<file path="config.mk">
export PLATFORM = sky130hd
export DESIGN_NAME = cpr_ctrl
export DESIGN_NICKNAME = d
export VERILOG_FILES = /design/src/rtl/core/cpr_pkg.sv /design/src/rtl/core/cpr_ctrl.sv
export SDC_FILE = /design/constraint.sdc
export NUM_CORES = 1
export LEC_CHECK = 0
export BUFFER_PORTS_ARGS = -buffer_cell sky130_fd_sc_hd__buf_2
export CORE_MARGIN = 2
export CORE_UTILIZATION = 40
export DETAILED_ROUTE_END_ITERATION = 6
export PLACE_DENSITY = 0.73
export REMOVE_ABC_BUFFERS = 1
export SYNTH_ARGS = -nofsm -noshare
export SYNTH_HDL_FRONTEND = slang
export SYNTH_SLANG_ARGS = --single-unit
</file>
<file path="constraint.sdc">
create_clock -name clk -period 1.75 [get_ports clk]
set_input_delay 0.35 -clock clk [delete_from_list [all_inputs] [get_ports clk]]
set_output_delay 0.35 -clock clk [all_outputs]
set_load 0.005 [all_outputs]
</file>
<file path="src/rtl/core/cpr_pkg.sv">
// ============================================================================
// Camera pose rotation package
// Shared widths, constants, command codes and the CORDIC arctangent table.
// ============================================================================
`default_nettype none

package cpr_pkg;

    localparam int CORDIC_STEPS_DEF = 16;
    localparam int ATAN_LEN         = 24;

    localparam logic signed [31:0] PI_Q28      = 32'sd843314857;
    localparam logic signed [31:0] HALF_PI_Q28 = 32'sd421657428;
    localparam logic signed [31:0] GAIN_Q28    = 32'sd163008219;
    localparam logic signed [15:0] ONE_Q14     = 16'sd16384;
    localparam logic signed [31:0] EYE_Z_RST   = -32'sd327680;

    typedef enum logic [1:0] {
        KIND_RESET = 2'd0,
        KIND_PITCH = 2'd1,
        KIND_YAW   = 2'd2,
        KIND_MOVE  = 2'd3
    } kind_t;

    typedef enum logic [1:0] {
        DIR_FWD   = 2'd0,
        DIR_BACK  = 2'd1,
        DIR_LEFT  = 2'd2,
        DIR_RIGHT = 2'd3
    } dir_t;

    // Datapath micro-operations issued by the controller.
    typedef enum logic [3:0] {
        OP_NONE,
        OP_RESET,
        OP_CORDIC_LOAD,
        OP_CORDIC_STEP,
        OP_CORDIC_DONE,
        OP_MUL,
        OP_MOVE
    } op_t;

    typedef struct packed {
        op_t        op;
        logic [4:0] idx;
    } cmd_t;

    function automatic logic signed [31:0] atan_q28(input logic [4:0] i);
        case (i)
            5'd0:    atan_q28 = 32'sd210828714;
            5'd1:    atan_q28 = 32'sd124459457;
            5'd2:    atan_q28 = 32'sd65760959;
            5'd3:    atan_q28 = 32'sd33381290;
            5'd4:    atan_q28 = 32'sd16755422;
            5'd5:    atan_q28 = 32'sd8385879;
            5'd6:    atan_q28 = 32'sd4193963;
            5'd7:    atan_q28 = 32'sd2097109;
            5'd8:    atan_q28 = 32'sd1048571;
            5'd9:    atan_q28 = 32'sd524287;
            5'd10:   atan_q28 = 32'sd262144;
            5'd11:   atan_q28 = 32'sd131072;
            5'd12:   atan_q28 = 32'sd65536;
            5'd13:   atan_q28 = 32'sd32768;
            5'd14:   atan_q28 = 32'sd16384;
            5'd15:   atan_q28 = 32'sd8192;
            5'd16:   atan_q28 = 32'sd4096;
            5'd17:   atan_q28 = 32'sd2048;
            5'd18:   atan_q28 = 32'sd1024;
            5'd19:   atan_q28 = 32'sd512;
            5'd20:   atan_q28 = 32'sd256;
            5'd21:   atan_q28 = 32'sd128;
            5'd22:   atan_q28 = 32'sd64;
            5'd23:   atan_q28 = 32'sd32;
            default: atan_q28 = 32'sd0;
        endcase
    endfunction

    function automatic logic signed [15:0] sat16(input logic signed [47:0] v);
        if (v > 48'sd32767)
            sat16 = 16'sh7fff;
        else if (v < -48'sd32768)
            sat16 = 16'sh8000;
        else
            sat16 = v[15:0];
    endfunction

endpackage

`default_nettype wire

</file>
<file path="src/rtl/core/cpr_ctrl.sv">
// ============================================================================
// Camera pose controller
// Sequences reset, CORDIC iterations, shared multiply steps and move updates.
// ============================================================================
`default_nettype none

module cpr_ctrl
    import cpr_pkg::*;
#(
    parameter int CORDIC_STEPS = CORDIC_STEPS_DEF
)
(
    input  wire logic  clk,
    input  wire logic  rst_n,
    input  wire logic  in_fire,
    input  wire logic  [1:0] kind,
    input  wire logic  out_fire,
    output logic       busy,
    output logic       out_valid,
    output cmd_t       cmd
);

    localparam int NSTEP = (CORDIC_STEPS > ATAN_LEN) ? ATAN_LEN : CORDIC_STEPS;
    // Pitch: 9 matrix products, 6 scaled, 9 forward terms, 6 cross. Yaw: 6.
    localparam int PITCH_OPS = 30;
    localparam int YAW_OPS   = 6;

    typedef enum logic [2:0] {
        S_IDLE,
        S_CLOAD,
        S_CSTEP,
        S_CDONE,
        S_MUL,
        S_OUT
    } state_t;

    state_t     state_reg;
    logic [4:0] cnt_reg;
    logic       pitch_reg;

    always_ff @(posedge clk or negedge rst_n)
    begin
        if (!rst_n)
        begin
            state_reg <= S_IDLE;
            cnt_reg   <= '0;
            pitch_reg <= 1'b0;
        end
        else
        begin
            unique case (state_reg)
                S_IDLE:
                begin
                    if (in_fire)
                    begin
                        pitch_reg <= (kind == KIND_PITCH);
                        cnt_reg   <= '0;
                        if (kind == KIND_PITCH || kind == KIND_YAW)
                            state_reg <= S_CLOAD;
                        else
                            state_reg <= S_OUT;
                    end
                end
                S_CLOAD:
                    state_reg <= S_CSTEP;
                S_CSTEP:
                begin
                    if (cnt_reg == 5'(NSTEP - 1))
                        state_reg <= S_CDONE;
                    cnt_reg <= cnt_reg + 5'd1;
                end
                S_CDONE:
                begin
                    cnt_reg   <= '0;
                    state_reg <= S_MUL;
                end
                S_MUL:
                begin
                    if ((pitch_reg && cnt_reg == 5'(PITCH_OPS - 1)) ||
                        (!pitch_reg && cnt_reg == 5'(YAW_OPS - 1)))
                        state_reg <= S_OUT;
                    cnt_reg <= cnt_reg + 5'd1;
                end
                S_OUT:
                begin
                    if (out_fire)
                        state_reg <= S_IDLE;
                end
                default:
                    state_reg <= S_IDLE;
            endcase
        end
    end

    always_comb
    begin
        cmd.idx = cnt_reg;
        cmd.op  = OP_NONE;
        if (state_reg == S_IDLE && in_fire)
        begin
            if (kind == KIND_RESET)
                cmd.op = OP_RESET;
            else if (kind == KIND_MOVE)
                cmd.op = OP_MOVE;
        end
        else if (state_reg == S_CLOAD)
            cmd.op = OP_CORDIC_LOAD;
        else if (state_reg == S_CSTEP)
            cmd.op = OP_CORDIC_STEP;
        else if (state_reg == S_CDONE)
            cmd.op = OP_CORDIC_DONE;
        else if (state_reg == S_MUL)
            cmd.op = OP_MUL;
    end

    assign busy      = (state_reg != S_IDLE);
    assign out_valid = (state_reg == S_OUT);

`ifndef SYNTHESIS
    a_out_hold: assert property (@(posedge clk) disable iff (!rst_n)
        out_valid && !out_fire |=> out_valid)
        else $error("result dropped before it was taken");
    a_no_accept_busy: assert property (@(posedge clk) disable iff (!rst_n)
        busy |-> !in_fire)
        else $error("word accepted while busy");
    a_step_bound: assert property (@(posedge clk) disable iff (!rst_n)
        state_reg == S_CSTEP |-> cnt_reg < 5'(NSTEP))
        else $error("CORDIC step count overrun");
`endif

endmodule

`default_nettype wire

</file>
======== Word-level counts from Yosys, hierarchy flattened ========
Cells that the tools add are included.
word-level totals
  register bits ........................... 9
  input port bits ......................... 6
  output and inout port bits .............. 11
  logic and storage cells ................. 48
operators by class
  $add $sub $neg .......................... 1
  equality and inequality tests ........... 15
  mux-type cells .......................... 15
  reduce and logical (&&, ||, !) cells .... 14
operators with widths
  cell                                                                   count
  3-bit 2-to-1 mux                                                       11
  3-bit case mux with 6 select lines                                     1
  5-bit case mux with 3 select lines                                     1
  2-bit != test, second input constant                                   4
  3-bit by 2-bit equality test with 1-bit output, second input constant  2
  3-bit equality test, second input constant                             2
  3-bit nonzero test                                                     2
  5-bit by 1-bit adder with 5-bit output, second input constant          1
  5-bit by 3-bit equality test with 1-bit output, second input constant  1
  5-bit by 4-bit equality test with 1-bit output, second input constant  1
  5-bit equality test, second input constant                             1
  5-bit 2-to-1 mux                                                       1
  2-bit equality test, second input constant                             2
  4-bit 2-to-1 mux                                                       1
  2-bit AND reduction                                                    2
  4-bit AND reduction                                                    1
  3-bit by 1-bit equality test with 1-bit output, second input constant  1
  1-bit logical AND                                                      3
  3-bit logical NOT                                                      1
  2-bit by 1-bit equality test with 1-bit output, second input constant  1
  2-bit logical NOT                                                      1
  1-bit logical OR                                                       2
  2-bit OR reduction                                                     1
  1-bit logical NOT                                                      1

======== Longest topological paths before layout ========
  word-level depth ........................ 6
  depth in mapped cells ................... 6
  depth with buffers taken out ............ 6

======== Worst setup path after synthesis ========
OpenSTA, ideal clock, no wires.
  path kind ............................... reg2reg
  from .................................... register cnt_reg[0]
  to ...................................... register cnt_reg[4]
  library setup time ...................... 0.132 ns
  arrival time ............................ 1.437 ns
  required time ........................... 1.618 ns
  path slack .............................. 0.181 ns
  cell stages (with the launch flop) ...... 7
  buffers on the path ..................... 0
  clock period less this slack ............ 1.569 ns
  path through ............................ dfrtp_1 > ha_1 > and3_1 > ha_1 > inv_1 > a221oi_1 > o21ai_0
between the ends
  cells in the longest elaborated chain, start to end .. 2
ends and longest elaborated chain
  what                                    line                            text
  start, declared                         cpr_ctrl.sv:38                  logic [4:0] cnt_reg;
  start signal, assigned                  cpr_ctrl.sv:70                  cnt_reg <= cnt_reg + 5'd1;
  start signal, assigned                  cpr_ctrl.sv:82                  cnt_reg <= cnt_reg + 5'd1;
  5-bit by 1-bit adder with 5-bit output  cpr_ctrl.sv:70, cpr_ctrl.sv:82
  5-bit case mux with 3 select lines      cpr_ctrl.sv:51                  unique case (state_reg)
Every way passes these cells.
A chain may end at the register's enable or synchronous reset.

==> impl_metrics.env <==
export IMPL_status="completed"
export IMPL_ir_worst_vdd_mv=0.936
export IMPL_synth_main_ff_cell="dfrtp_1"
export IMPL_grt_pass1_wl_um=2950
export IMPL_dieHeight_um=47.5
export IMPL_critPathBufInv=1
export IMPL_critPathSlowestCell="dfrtp_2"
export IMPL_n_fill_cell=189
export IMPL_largest_reg_flops=5
export IMPL_r2r_slack_ps=180
export IMPL_start_util=0.434
export IMPL_n_antenna_cell=0
export IMPL_drv_cap=0
export IMPL_synthMuxAreaShare=0.0579
export IMPL_rsz0062_at_grt="yes"
export IMPL_syn_instance_count=83
export IMPL_max_freq_mhz=573
export IMPL_endpoint_kind="output pin"
export IMPL_r2r_start="cnt_reg[0]$_DFFE_PN0P_"
export IMPL_synth_compound_area_frac=0.236
export IMPL_nNetsFinal=123
export IMPL_drtIter0Drc=22
export IMPL_stdcell_area_um2=958
export IMPL_dpl_cell_area_um2=881
export IMPL_required_ps=1400
export IMPL_hold_end="state_reg[0]$_DFFE_PN0P_"
export IMPL_layout_setup_ws_ps=5.58
export IMPL_cts_root_buf="clkbuf_4"
export IMPL_power_uw=1750
export IMPL_area_growth_pct=26.6
export IMPL_clk_latency_ps=270
export IMPL_wire_per_inst_um=13.9
export IMPL_synthAdderAreaFrac=0.0992
export IMPL_dp_hpwl_um=1320
export IMPL_holdPathStages=3
export IMPL_path_clk_slew_ps=60
export IMPL_via_count=749
export IMPL_finalWirelength_um=1870
export IMPL_yosysMostFrequentCell="dfrtp_1"
export IMPL_yosysSeqAreaShare=0.298
export IMPL_worstSetupPathType="reg2out"
export IMPL_cp_top_family="flip-flops"
export IMPL_core_rowCount=15
export IMPL_vias_per_cell=5.55
export IMPL_gp_congestion=0.848
export IMPL_place_ws_ps=141
export IMPL_core_area_um2=1750
export IMPL_synth_top_cell_area_share=0.298
export IMPL_place_inst=126
export IMPL_cp_arrival_ps=1390
export IMPL_synth_top_area_cell="dfrtp_1"
export IMPL_drc=0
export IMPL_worstPathCellList="nor2b_1 > o21a_1 > a31o_2 > buf_2"
export IMPL_multi_input_area_um2=464
export IMPL_synthSimpleGateAreaFrac=0.203
export IMPL_slew_violations=0
export IMPL_yosys_top_cells_area="dfrtp_1 (30%), ha_1 (9.9%), a221oi_1 (4.6%)"
export IMPL_grt_util_all_layers=0.193
export IMPL_cts_path_max_buffers=2
export IMPL_finalHoldViolCount=0
export IMPL_synth_area_um2=757
export IMPL_drive_gt1_frac=0.364
export IMPL_synth_edf_count=0
export IMPL_port_buffers=15
export IMPL_yosys_top_cells_count="dfrtp_1 (9), inv_1 (8), ha_1 (6), nand3_1 (5)"
export IMPL_powerDensity_nw_per_um2=1820
export IMPL_first_pass_iters=4
export IMPL_finalSetupViolations=0
export IMPL_synth_top_family_by_area="compound AO/OA/AOI/OAI gates"
export IMPL_fin_skew_ps=1.69
export IMPL_instances_no_fill=135
export IMPL_antenna_found_initial=0
export IMPL_tritoncts="done"
export IMPL_cp_max_fo=6
export IMPL_synth_seq_cells=9
export IMPL_period_share=0.997
export IMPL_antenna_left=0
export IMPL_final_min_clock_period_ps=1740
export IMPL_num_io_pins=17
export IMPL_startpoint_type="flip-flop"
export IMPL_reg2reg_depth=6
export IMPL_ys_warn_count=0
export IMPL_clock_sinks=9
export IMPL_die_area_um2=2260
export IMPL_leakage_uw=0.000484
export IMPL_reg2reg_to="cnt_reg[4]$_DFFE_PN0P_"
export IMPL_numCtsBuffers=3
export IMPL_grt_pass1_vias=669
export IMPL_register_area_um2=228
export IMPL_syn_avg_cell_area_um2=9.12
export IMPL_hold_path_class="in2reg"
export IMPL_hold_ws_ps=366
export IMPL_synthXorXnorAreaFrac=0
export IMPL_htree_levels=1
export IMPL_ys_types=41
export IMPL_timing_hold_worst_start="out_fire"
export IMPL_cp_slowest_stage_delay_ps=440
export IMPL_async_reset_ff_frac=1.00
export IMPL_grt_max_degree=11
export IMPL_die_w_um=47.5
export IMPL_globalRouteOverflowTotal=0
worst min-delay path: cells and delay by family:
kind            cells  cell delay (ps)
compound gates      1              100
buf+inv             2              140
how the worst max path moves through the flow:
stage / startpoint / to / slack, ps / cells after the start
finish: state_reg[0]$_DFFE_PN0P_ / cmd[6] / 6 / 4
CTS: state_reg[0]$_DFFE_PN0P_ / cmd[6] / -0.3 / 4
global placement: state_reg[1]$_DFFE_PN0P_ / cmd[6] / 150 / 4
global route: state_reg[0]$_DFFE_PN0P_ / cmd[6] / -50 / 4
floorplan: cnt_reg[0]$_DFFE_PN0P_ / cnt_reg[4]$_DFFE_PN0P_ / 180 / 6
detailed placement: state_reg[1]$_DFFE_PN0P_ / cmd[6] / 140 / 4
per-layer routing:
metal	part of all wire	routed length, um	vias to the layer above	global-route usage
li1	-	-	362	-
met3	0.048	89	2	0.0679
met5	0	0	-	0
met2	0.48	902	28	0.311
met4	0.010	19	0	0.0722
met1	0.46	859	357	0.237
power breakdown:
group | switching (uW) | internal [uW]
registers | 108 | 313
logic | 565 | 593
clock network | 80.4 | 88.3
timing repair:
action / CTS / global route
endpoints found under the hold margin: 9 / 0
endpoints found under the setup margin: 4 / 2
cloned: 0 / 0
resized for setup: 5 / 0
hold buffers: 1 / 0
buffers inserted: 4 / 0
metrics by stage:
step           setup TNS (ps)  utilization
3_3_place_gp                0        0.505
5_1_grt                 -80.5        0.549
3_5_place_dp                0        0.505
2_1_floorplan               0            -
6_report                    0        0.549
4_1_cts                -0.330        0.549
final cells by class:
type	instances	area share
Multi-Input combinational cell	60	0.484
Clock buffer	4	0.0274
Timing Repair Buffer	28	0.183
Tap cell	25	0.0326
Inverter	9	0.0352
Sequential cell	9	0.238
cells in the final DEF (no fill, tap or decap), drive strengths merged, types with 2 or more instances in the layout:
cell,count
nor3,2
a211oi,3
nor2b,2
a21oi,2
a221oi,4
nand3,5
o21ai,4
ha,6
nand2,4
a22oi,2
nor2,3
a21o,2
buf,27
dfrtp,9
inv,9
clkbuf,4
logic make-up (layout without fill, tap and decap cells):
group           count (synthesis)  count (layout)
compound gates                 24              24
fa+ha+maj                       6               6
buf+inv                        14              41
flops                           9               9
mux                             3               3
other cells                     1               1
simple gates                   26              26
(Power assumes the default switching activity.)
